`config.mk`:
```
export PLATFORM = sky130hd
export DESIGN_NAME = stuffed_info_frame_receiver_unit_flat
export DESIGN_NICKNAME = d
export VERILOG_FILES = /design/src/rtl/core/sifr_pkg.sv /design/src/rtl/core/sifr_in_if.sv /design/src/rtl/core/sifr_out_if.sv /design/src/rtl/core/sifr_step.sv /design/src/rtl/core/stuffed_info_frame_receiver_unit.sv /design/src/flat_wrapper.sv
export SDC_FILE = /design/constraint.sdc
export NUM_CORES = 1
export LEC_CHECK = 0
export CORE_MARGIN = 10
export CORE_UTILIZATION = 57
export CTS_BUF_LIST = sky130_fd_sc_hd__clkbuf_16
export DETAILED_ROUTE_END_ITERATION = 6
export DONT_BUFFER_PORTS = 1
export PLACE_DENSITY = 0.84
export REMOVE_ABC_BUFFERS = 1
export SETUP_SLACK_MARGIN = 0.05
export SYNTH_ARGS = -nofsm -noshare
export SYNTH_HDL_FRONTEND = slang
export SYNTH_SLANG_ARGS = --single-unit
export TNS_END_PERCENT = 5
```
`constraint.sdc`:
```
create_clock -name clk -period 2.4 [get_ports clk]
set_clock_uncertainty 0.2 [all_clocks]
set_input_delay 0 -clock clk [delete_from_list [all_inputs] [get_ports clk]]
set_output_delay 0 -clock clk [all_outputs]
set_load 0.01 [all_outputs]
```
`src/rtl/core/sifr_pkg.sv`:
```
package sifr_pkg;

    localparam int MAX_PAYLOAD = 4096;
    localparam int BYTE_COUNT_W = 13;

    localparam logic [7:0] FLAG_BYTE = 8'h5c;
    localparam logic [7:0] ESC_BYTE = 8'h5d;
    localparam logic [7:0] ESC_FLAG = 8'h7c;
    localparam logic [7:0] ESC_ESC = 8'h7d;
    localparam logic [7:0] CTRL_SEQ0 = 8'h80;
    localparam logic [7:0] CTRL_SEQ1 = 8'hC0;
    localparam logic [7:0] RR_SEQ0 = 8'h01;
    localparam logic [7:0] RR_SEQ1 = 8'h11;
    localparam logic [7:0] REJ_SEQ0 = 8'h05;
    localparam logic [7:0] REJ_SEQ1 = 8'h15;

    typedef enum logic [2:0] {
        ST_HUNT = 3'd0,
        ST_FLAG = 3'd1,
        ST_ADDR = 3'd2,
        ST_CTRL = 3'd3,
        ST_DATA = 3'd4,
        ST_OVER = 3'd5
    } parse_state_t;

    typedef enum logic [1:0] {
        KIND_PAYLOAD = 2'd0,
        KIND_ACCEPT  = 2'd1,
        KIND_REJECT  = 2'd2
    } result_kind_t;

    typedef struct packed {
        parse_state_t             parse_state;
        logic                     expected_seq;
        logic                     frame_seq;
        logic                     escape_pending;
        logic [7:0]               held_byte;
        logic                     held_valid;
        logic [7:0]               running_xor;
        logic [BYTE_COUNT_W-1:0]  byte_count;
    } rx_state_t;

    typedef struct packed {
        result_kind_t             result_kind;
        logic [7:0]               payload_byte;
        logic [7:0]               reply_control;
        logic [BYTE_COUNT_W-1:0]  payload_length;
    } rx_result_t;

endpackage

```
`src/rtl/core/sifr_in_if.sv`:
```
interface sifr_in_if;
    import sifr_pkg::*;

    logic       valid;
    logic       ready;
    logic [7:0] line_byte;

    modport source (output valid, output line_byte, input ready);
    modport sink (input valid, input line_byte, output ready);
endinterface

```
`src/rtl/core/sifr_out_if.sv`:
```
interface sifr_out_if;
    import sifr_pkg::*;

    logic                    valid;
    logic                    ready;
    logic [1:0]              result_kind;
    logic [7:0]              payload_byte;
    logic [7:0]              reply_control;
    logic [BYTE_COUNT_W-1:0] payload_length;

    modport source (output valid, output result_kind, output payload_byte,
                    output reply_control, output payload_length, input ready);
    modport sink (input valid, input result_kind, input payload_byte,
                  input reply_control, input payload_length, output ready);
endinterface

```
`src/rtl/core/sifr_step.sv`:
```
module sifr_step (
    input  sifr_pkg::rx_state_t  cur,
    input  logic [7:0]           line_byte,
    input  logic [7:0]           frame_address,
    output sifr_pkg::rx_state_t  nxt,
    output logic                 res_valid,
    output sifr_pkg::rx_result_t res
);
    import sifr_pkg::*;

    logic [7:0] ctrl_expected;
    logic [7:0] d;
    logic       have_d;

    always_comb
    begin
        nxt = cur;
        res_valid = 1'b0;
        res = '0;
        d = line_byte;
        have_d = 1'b0;
        ctrl_expected = cur.frame_seq ? CTRL_SEQ1 : CTRL_SEQ0;

        case (cur.parse_state)
            ST_FLAG:
            begin
                if (line_byte == frame_address)
                    nxt.parse_state = ST_ADDR;
                else if (line_byte == FLAG_BYTE)
                    nxt.parse_state = ST_FLAG;
                else
                    nxt.parse_state = ST_HUNT;
            end
            ST_ADDR:
            begin
                if ((line_byte == CTRL_SEQ0 && !cur.expected_seq) ||
                    (line_byte == CTRL_SEQ1 && cur.expected_seq))
                begin
                    nxt.frame_seq = cur.expected_seq;
                    nxt.parse_state = ST_CTRL;
                end
                else if (line_byte == FLAG_BYTE)
                    nxt.parse_state = ST_FLAG;
                else
                    nxt.parse_state = ST_HUNT;
            end
            ST_CTRL:
            begin
                if (line_byte == (frame_address ^ ctrl_expected))
                begin
                    nxt.escape_pending = 1'b0;
                    nxt.held_byte = '0;
                    nxt.held_valid = 1'b0;
                    nxt.running_xor = '0;
                    nxt.byte_count = '0;
                    nxt.parse_state = ST_DATA;
                end
                else if (line_byte == FLAG_BYTE)
                    nxt.parse_state = ST_FLAG;
                else
                    nxt.parse_state = ST_HUNT;
            end
            ST_DATA, ST_OVER:
            begin
                if (line_byte == FLAG_BYTE)
                begin
                    nxt.escape_pending = 1'b0;
                    nxt.held_byte = '0;
                    nxt.held_valid = 1'b0;
                    nxt.running_xor = '0;
                    nxt.byte_count = '0;
                    if (cur.parse_state == ST_DATA && !cur.held_valid)
                        nxt.parse_state = ST_FLAG;
                    else
                    begin
                        nxt.parse_state = ST_HUNT;
                        res_valid = 1'b1;
                        res.payload_length = cur.byte_count;
                        if (cur.parse_state == ST_DATA && cur.running_xor == cur.held_byte)
                        begin
                            res.result_kind = KIND_ACCEPT;
                            res.reply_control = cur.expected_seq ? RR_SEQ0 : RR_SEQ1;
                            nxt.expected_seq = ~cur.expected_seq;
                        end
                        else
                        begin
                            res.result_kind = KIND_REJECT;
                            res.reply_control = cur.frame_seq ? REJ_SEQ1 : REJ_SEQ0;
                        end
                    end
                end
                else if (cur.parse_state == ST_DATA)
                begin
                    if (cur.escape_pending)
                    begin
                        nxt.escape_pending = 1'b0;
                        if (line_byte == ESC_FLAG)
                        begin
                            d = FLAG_BYTE;
                            have_d = 1'b1;
                        end
                        else if (line_byte == ESC_ESC)
                        begin
                            d = ESC_BYTE;
                            have_d = 1'b1;
                        end
                    end
                    else if (line_byte == ESC_BYTE)
                        nxt.escape_pending = 1'b1;
                    else
                        have_d = 1'b1;

                    if (have_d)
                    begin
                        if (!cur.held_valid)
                        begin
                            nxt.held_byte = d;
                            nxt.held_valid = 1'b1;
                        end
                        else if (cur.byte_count >= BYTE_COUNT_W'(MAX_PAYLOAD))
                            nxt.parse_state = ST_OVER;
                        else
                        begin
                            res_valid = 1'b1;
                            res.result_kind = KIND_PAYLOAD;
                            res.payload_byte = cur.held_byte;
                            nxt.running_xor = cur.running_xor ^ cur.held_byte;
                            nxt.byte_count = cur.byte_count + 1'b1;
                            nxt.held_byte = d;
                        end
                    end
                end
            end
            default:
            begin
                if (line_byte == FLAG_BYTE)
                    nxt.parse_state = ST_FLAG;
                else
                    nxt.parse_state = ST_HUNT;
            end
        endcase
    end
endmodule

```
`src/rtl/core/stuffed_info_frame_receiver_unit.sv`:
```
// Receiver for byte-stuffed information frames.
// The in_ch channel carries one raw line byte per beat; the out_ch channel
// carries one result per beat: a destuffed payload byte, a frame accept with
// its RR reply code, or a frame reject with its REJ reply code, each with the
// payload length of the finished frame where it applies.
// The address register, written through cfg_wr_en and cfg_wr_data, resets to
// one; only write it while the block is idle: the block does not enforce this.
// A beat taken on in_ch is held in an input register, parsed from there and,
// if it causes a result, lands in the output register when the parse step
// advances, that is when the output register is empty or out_ch.ready is high.
// One byte is taken every cycle as long as out_ch keeps up; the single
// parse step between the two registers sets that rate.
// When out_ch stalls, the output register holds its beat and the input
// register, if empty, takes one more byte before in_ch.ready falls.
// Reset clears the valid bits of both registers, hunts for an opening flag
// and sets the expected sequence bit to zero.
module stuffed_info_frame_receiver_unit (
    input  logic       clk,
    input  logic       rst_n,
    input  logic       cfg_wr_en,
    input  logic [7:0] cfg_wr_data,
    sifr_in_if.sink    in_ch,
    sifr_out_if.source out_ch
);
    import sifr_pkg::*;

    logic [7:0] frame_address_reg;
    logic       in_valid_reg;
    logic [7:0] in_byte_reg;
    rx_state_t  st_reg;
    rx_state_t  st_next;
    logic       out_valid_reg;
    rx_result_t out_reg;
    rx_result_t res;
    logic       res_valid;
    logic       advance;

    assign advance = in_valid_reg && (!out_valid_reg || out_ch.ready);
    assign in_ch.ready = !in_valid_reg || advance;

    sifr_step u_step (
        .cur           (st_reg),
        .line_byte     (in_byte_reg),
        .frame_address (frame_address_reg),
        .nxt           (st_next),
        .res_valid     (res_valid),
        .res           (res)
    );

    always_ff @(posedge clk or negedge rst_n)
    begin
        if (!rst_n)
            frame_address_reg <= 8'h01;
        else if (cfg_wr_en)
            frame_address_reg <= cfg_wr_data;
    end

    always_ff @(posedge clk or negedge rst_n)
    begin
        if (!rst_n)
            in_valid_reg <= 1'b0;
        else if (in_ch.ready)
            in_valid_reg <= in_ch.valid;
    end

    always_ff @(posedge clk)
    begin
        if (in_ch.valid && in_ch.ready)
            in_byte_reg <= in_ch.line_byte;
    end

    always_ff @(posedge clk or negedge rst_n)
    begin
        if (!rst_n)
        begin
            st_reg <= '{parse_state: ST_HUNT, default: '0};
            out_valid_reg <= 1'b0;
        end
        else
        begin
            if (advance)
                st_reg <= st_next;
            if (advance)
                out_valid_reg <= res_valid;
            else if (out_ch.ready)
                out_valid_reg <= 1'b0;
        end
    end

    always_ff @(posedge clk)
    begin
        if (advance && res_valid)
            out_reg <= res;
    end

    assign out_ch.valid = out_valid_reg;
    assign out_ch.result_kind = out_reg.result_kind;
    assign out_ch.payload_byte = out_reg.payload_byte;
    assign out_ch.reply_control = out_reg.reply_control;
    assign out_ch.payload_length = out_reg.payload_length;

    a_stall_needs_item: assert property (@(posedge clk) disable iff (!rst_n)
        !in_ch.ready |-> in_valid_reg)
        else $error("Input stalled with an empty input register.");

    a_count_bounded: assert property (@(posedge clk) disable iff (!rst_n)
        st_reg.byte_count <= BYTE_COUNT_W'(MAX_PAYLOAD))
        else $error("Payload count beyond the maximum length.");

    a_empty_hold_clear: assert property (@(posedge clk) disable iff (!rst_n)
        !st_reg.held_valid |-> (st_reg.byte_count == '0 && st_reg.running_xor == '0))
        else $error("Frame totals set while no byte is held.");

    a_payload_fields: assert property (@(posedge clk) disable iff (!rst_n)
        (out_valid_reg && out_reg.result_kind == KIND_PAYLOAD)
            |-> (out_reg.reply_control == '0 && out_reg.payload_length == '0))
        else $error("Payload beat carries frame fields.");

    a_seq_on_accept: assert property (@(posedge clk) disable iff (!rst_n)
        (st_reg.expected_seq != $past(st_reg.expected_seq))
            |-> $past(advance && res_valid && res.result_kind == KIND_ACCEPT))
        else $error("Sequence bit changed without an accepted frame.");
endmodule
```
`src/flat_wrapper.sv`:
```
// flat-port wrapper written by rule: the top's interface ports become plain ports
module stuffed_info_frame_receiver_unit_flat import sifr_pkg::*;
  (clk, rst_n, cfg_wr_en, cfg_wr_data, in_ch_valid, in_ch_line_byte, in_ch_ready, out_ch_valid, out_ch_result_kind, out_ch_payload_byte, out_ch_reply_control, out_ch_payload_length, out_ch_ready);
  sifr_in_if in_ch_i ();
  sifr_out_if out_ch_i ();
  input  logic clk;
  input  logic rst_n;
  input  logic cfg_wr_en;
  input  logic [7:0] cfg_wr_data;
  input wire logic [$bits(in_ch_i.valid)-1:0] in_ch_valid;
  input wire logic [$bits(in_ch_i.line_byte)-1:0] in_ch_line_byte;
  output wire logic [$bits(in_ch_i.ready)-1:0] in_ch_ready;
  output wire logic [$bits(out_ch_i.valid)-1:0] out_ch_valid;
  output wire logic [$bits(out_ch_i.result_kind)-1:0] out_ch_result_kind;
  output wire logic [$bits(out_ch_i.payload_byte)-1:0] out_ch_payload_byte;
  output wire logic [$bits(out_ch_i.reply_control)-1:0] out_ch_reply_control;
  output wire logic [$bits(out_ch_i.payload_length)-1:0] out_ch_payload_length;
  input wire logic [$bits(out_ch_i.ready)-1:0] out_ch_ready;
  assign in_ch_i.valid = in_ch_valid;
  assign in_ch_i.line_byte = in_ch_line_byte;
  assign in_ch_ready = in_ch_i.ready;
  assign out_ch_valid = out_ch_i.valid;
  assign out_ch_result_kind = out_ch_i.result_kind;
  assign out_ch_payload_byte = out_ch_i.payload_byte;
  assign out_ch_reply_control = out_ch_i.reply_control;
  assign out_ch_payload_length = out_ch_i.payload_length;
  assign out_ch_i.ready = out_ch_ready;
  stuffed_info_frame_receiver_unit u_core (.clk(clk), .rst_n(rst_n), .cfg_wr_en(cfg_wr_en), .cfg_wr_data(cfg_wr_data), .in_ch(in_ch_i), .out_ch(out_ch_i));
endmodule
```
==> metrics.md <==
| Metric | Value |
|---|---|
| # DRC | 0 |
| Top achievable clock speed | 0.429 GHz |
| Path class of the lowest-slack min-delay path | input pin to async pin |
| P&R area growth vs syn | 22.5% |
| Clock-pin slew of the registers on the worst-case setup and hold paths | 60 ps |
| Kind of start point of the critical path | flop |
| Final period util | 0.972 |
| Total track usage | 0.189 |
| Slowest-stage cell, CP | sky130_fd_sc_hd__edfxtp_1 |
| Clk_lat worst skew | 340 ps |
| Final Worst Setup Slack | 67.7 ps |
| CP Buf/Inv Count | 1 |
| Placeable core region | 6830 sq um |
| Highest net fanout along the worst path | 6 |
| Count of pins on the block boundary | 54 |
| Initial DRT Pass Iterations | 7 |
| Reg-to-reg startpoint | u_core.in_byte_reg[6] |
| Fraction of final layout cells sized beyond drive strength 1 | 0.184 |
| Vertical die dimension | 104 um |
| Vias in the first global route | 3,223 |
| Share of synthesized area occupied by flip-flops and latches | 0.531 |
| Routability congestion estimate | 0.941 |
| Initial detailed-routing violation count | 284 |
| Multi-input gate area | 1740 sq um |
| Compound-gate portion of the synthesized area | 0.153 |
| Antenna fix cells | 0 |
| Register area | 2140 sq um |
| Setup WS pre-CTS | 86.6 ps |
| Final core utilization | 0.724 |
| Number of rows in the core area | 30 |
| Area of the mapped netlist | 4040 sq um |
| Mean instance size in the synthesized netlist | 11.3 sq um |
| Peak supply drop | 0.000481 V |
| Flip-flop and latch count after synthesis | 79 |
| Cell family with the largest share of critical-path delay | compound AO/OA/AOI/OAI gates |
| Number of buffers inserted during clock tree synthesis | 9 |
| Number of nets in the final layout | 436 |
| CTS tree | yes |
| Clk buf depth | 2 |
| Number of warnings reported in the yosys synthesis log | 0 |
| Count of final hold-check violations | 0 |
| Slew at the pin with the worst max-slew slack | 551 ps |
| Die W | 104 um |
| Max Slew Vio Count | 0 |
| Hpwl dp | 6650 um |
| Clk sink count | 79 |
| Cell area after placement | 4290 sq um |
| Adder-cell area share of the yosys netlist | 0.00620 |
| Endpoint arrival time on the critical path | 2350 ps |
| Most instantiated flip-flop cell in the synthesis netlist | sky130_fd_sc_hd__dfrtp_1 |
| Maximum number of pins on one net before global-route repair | 46 |
| Maximum level of the CTS H-tree | 3 |
| MaxCap Viol Count | 0 |
| RSZ-0062 raised after global routing | yes |
| Most common cell after layout, fill and taps aside | sky130_fd_sc_hd__dfrtp_1 |
| Remaining antenna violation count | 0 |
| Number of antenna violations at the first check in global routing | 0 |
| Fraction of the mapped netlist area in simple logic gates | 0.168 |
| Total wirelength of the detailed-routed design | 10,300 um |
| Post-Synthesis Cells | 358 |
| Number of vias in the routed layout | 3,170 |
| IO buf count | 0 |
| Required time of the critical path | 2420 ps |
| Shortest period the worst path allows | 2330 ps |
| Worst Setup SP | u_core.in_byte_reg[6] |
| Result of the run | complete, no violations |
| Most frequent cells in the layout | sky130_fd_sc_hd__dfrtp_1 (45), sky130_fd_sc_hd__edfxtp_1 (33), sky130_fd_sc_hd__buf_4 (30) |
| Number of library cell types mapped by synthesis | 62 |
| DR vias/cell | 6.17 |
| Number of synthesized flops with an enable pin | 33 |
| Standby leakage power | 0.00195 uW |
| Wire length of the first global-routing pass | 16,800 um |
| Finished Cell Area | 4950 sq um |
| Power density over the cells | 614 nW/um^2 |
| Critical path class | flop to flop |
| FILL cells | 439 |
| Fraction of synthesized cell area in xor and xnor cells | 0.0449 |
| CP max stage delay | 400 ps |
| Kind of capture point of the worst setup path | flop |
| Clock Root Buffer | sky130_fd_sc_hd__clkbuf_16 |
| Final setup vio count | 0 |
| Main combinational cell family by area after synthesis | simple AND/OR/NAND/NOR gates |
| Overflow left after global routing | 0 |
| Cell-by-cell trace of the critical path | buf_4 -> xor3_1 -> nor2_1 -> a31oi_1 -> a211o_1 -> mux2_4 |
| Starting density of the core | 0.591 |
| Async set or reset register ratio after synthesis | 0.582 |
| Multiplexer area fraction after synthesis | 0.0542 |
| Relative max-transition margin | 0.630 |
| Area enclosed by the die boundary | 10,900 sq um |
| Routed wire length per instance | 20.1 um |
| Flip-flop count of the largest register after layout | 36 |
[timing repair]
item                                    CTS  global route
cloned                                    0             0
pin swaps                                 0             1
gates resized for setup                   1             2
hold buffers                             30             0
endpoints found under the setup margin    1            20
setup buffers                             0             1
endpoints found under the hold margin    74             0
[stage by stage]
step | std cells | setup TNS [ps] | hold WS, ps | total power [uW]
global route | 514 | -6.91 | 61.7 | 3120
CTS | 513 | 0 | 40.2 | 3020
floorplan | 340 | -3380 | -496 | 1550
global placement | 467 | 0 | -494 | 1580
detailed placement | 467 | 0 | -494 | 1590
finish | 514 | 0 | 60.2 | 3040
[cell usage after synthesis, types with 3 or more instances]
library cell	count	area, sq um
sky130_fd_sc_hd__dfrtp_1	45	1130
sky130_fd_sc_hd__edfxtp_1	33	991
sky130_fd_sc_hd__nand2_1	25	93.8
sky130_fd_sc_hd__a31oi_1	16	100
sky130_fd_sc_hd__a211oi_1	15	113
sky130_fd_sc_hd__and2_1	15	93.8
sky130_fd_sc_hd__nor2_1	14	52.6
sky130_fd_sc_hd__nand3_1	13	65.1
sky130_fd_sc_hd__and3_1	12	75.1
sky130_fd_sc_hd__mux2_2	10	113
sky130_fd_sc_hd__xnor2_1	10	87.6
sky130_fd_sc_hd__inv_1	9	33.8
sky130_fd_sc_hd__nor3_1	9	45.0
sky130_fd_sc_hd__o21ai_0	9	45.0
sky130_fd_sc_hd__a21oi_1	8	40.0
sky130_fd_sc_hd__mux2i_1	8	80.1
sky130_fd_sc_hd__xor2_1	8	70.1
sky130_fd_sc_hd__buf_4	7	52.6
sky130_fd_sc_hd__clkbuf_1	7	26.3
sky130_fd_sc_hd__o211ai_1	7	52.6
sky130_fd_sc_hd__a21o_1	6	45.0
sky130_fd_sc_hd__buf_2	5	25.0
sky130_fd_sc_hd__nand4_1	5	31.3
sky130_fd_sc_hd__a22o_1	4	35.0
sky130_fd_sc_hd__nand2b_1	4	25.0
sky130_fd_sc_hd__nor2b_1	4	25.0
sky130_fd_sc_hd__a211o_1	3	26.3
sky130_fd_sc_hd__buf_6	3	33.8
sky130_fd_sc_hd__o22a_1	3	26.3
[power breakdown]
part | total, uW | switching (uW) | internal, uW
clock network | 1390 | 571 | 816
logic | 193 | 89.4 | 104
registers | 1460 | 24.4 | 1430
[cells by family after synthesis]
group / after synthesis
AO/OA/AOI/OAI: 86
XOR/XNOR: 19
adder cells (fa/ha/maj): 2
buffers and inverters: 31
flip-flops: 79
multiplexers: 20
other: 1
AND/OR/NAND/NOR: 120
[area by class of cell]
type / instances / share of cell area
clock inverters: 7 / 0.0162
multi-input cells: 252 / 0.353
well taps: 96 / 0.0243
clock buffers: 9 / 0.0455
flip-flops and latches: 79 / 0.433
repair buffers: 62 / 0.121
inverters: 9 / 0.00683
[worst reg2reg max path, stage by stage, from the launching register on]
cell	delay (ps)
sky130_fd_sc_hd__edfxtp_1	400
sky130_fd_sc_hd__buf_4	190
sky130_fd_sc_hd__xor3_1	370
sky130_fd_sc_hd__nor2_1	190
sky130_fd_sc_hd__a31oi_1	170
sky130_fd_sc_hd__a211o_1	370
sky130_fd_sc_hd__mux2_4	340
[worst paths after layout]
path	depth (start not counted)	slack [ps]	to
max	6	70	u_core.st_reg[27]
max in group asynchronous	3	1710	u_core.st_reg[3]
min in group clk	1	80	u_core.in_byte_reg[4]
min	2	60	u_core.frame_address_reg[0]
max reg2reg	6	70	u_core.st_reg[27]
min reg2reg	1	290	u_core.st_reg[15]
[metal layers]
metal | GRT usage | vias to the layer above | wire [um]
met4 | 0.0825 | 0 | 310
li1 | - | 1444 | -
met1 | 0.212 | 1514 | 3960
met5 | 0 | - | 0
met3 | 0.0595 | 39 | 835
met2 | 0.322 | 173 | 5200
Power figures use the tool's default switching activity.
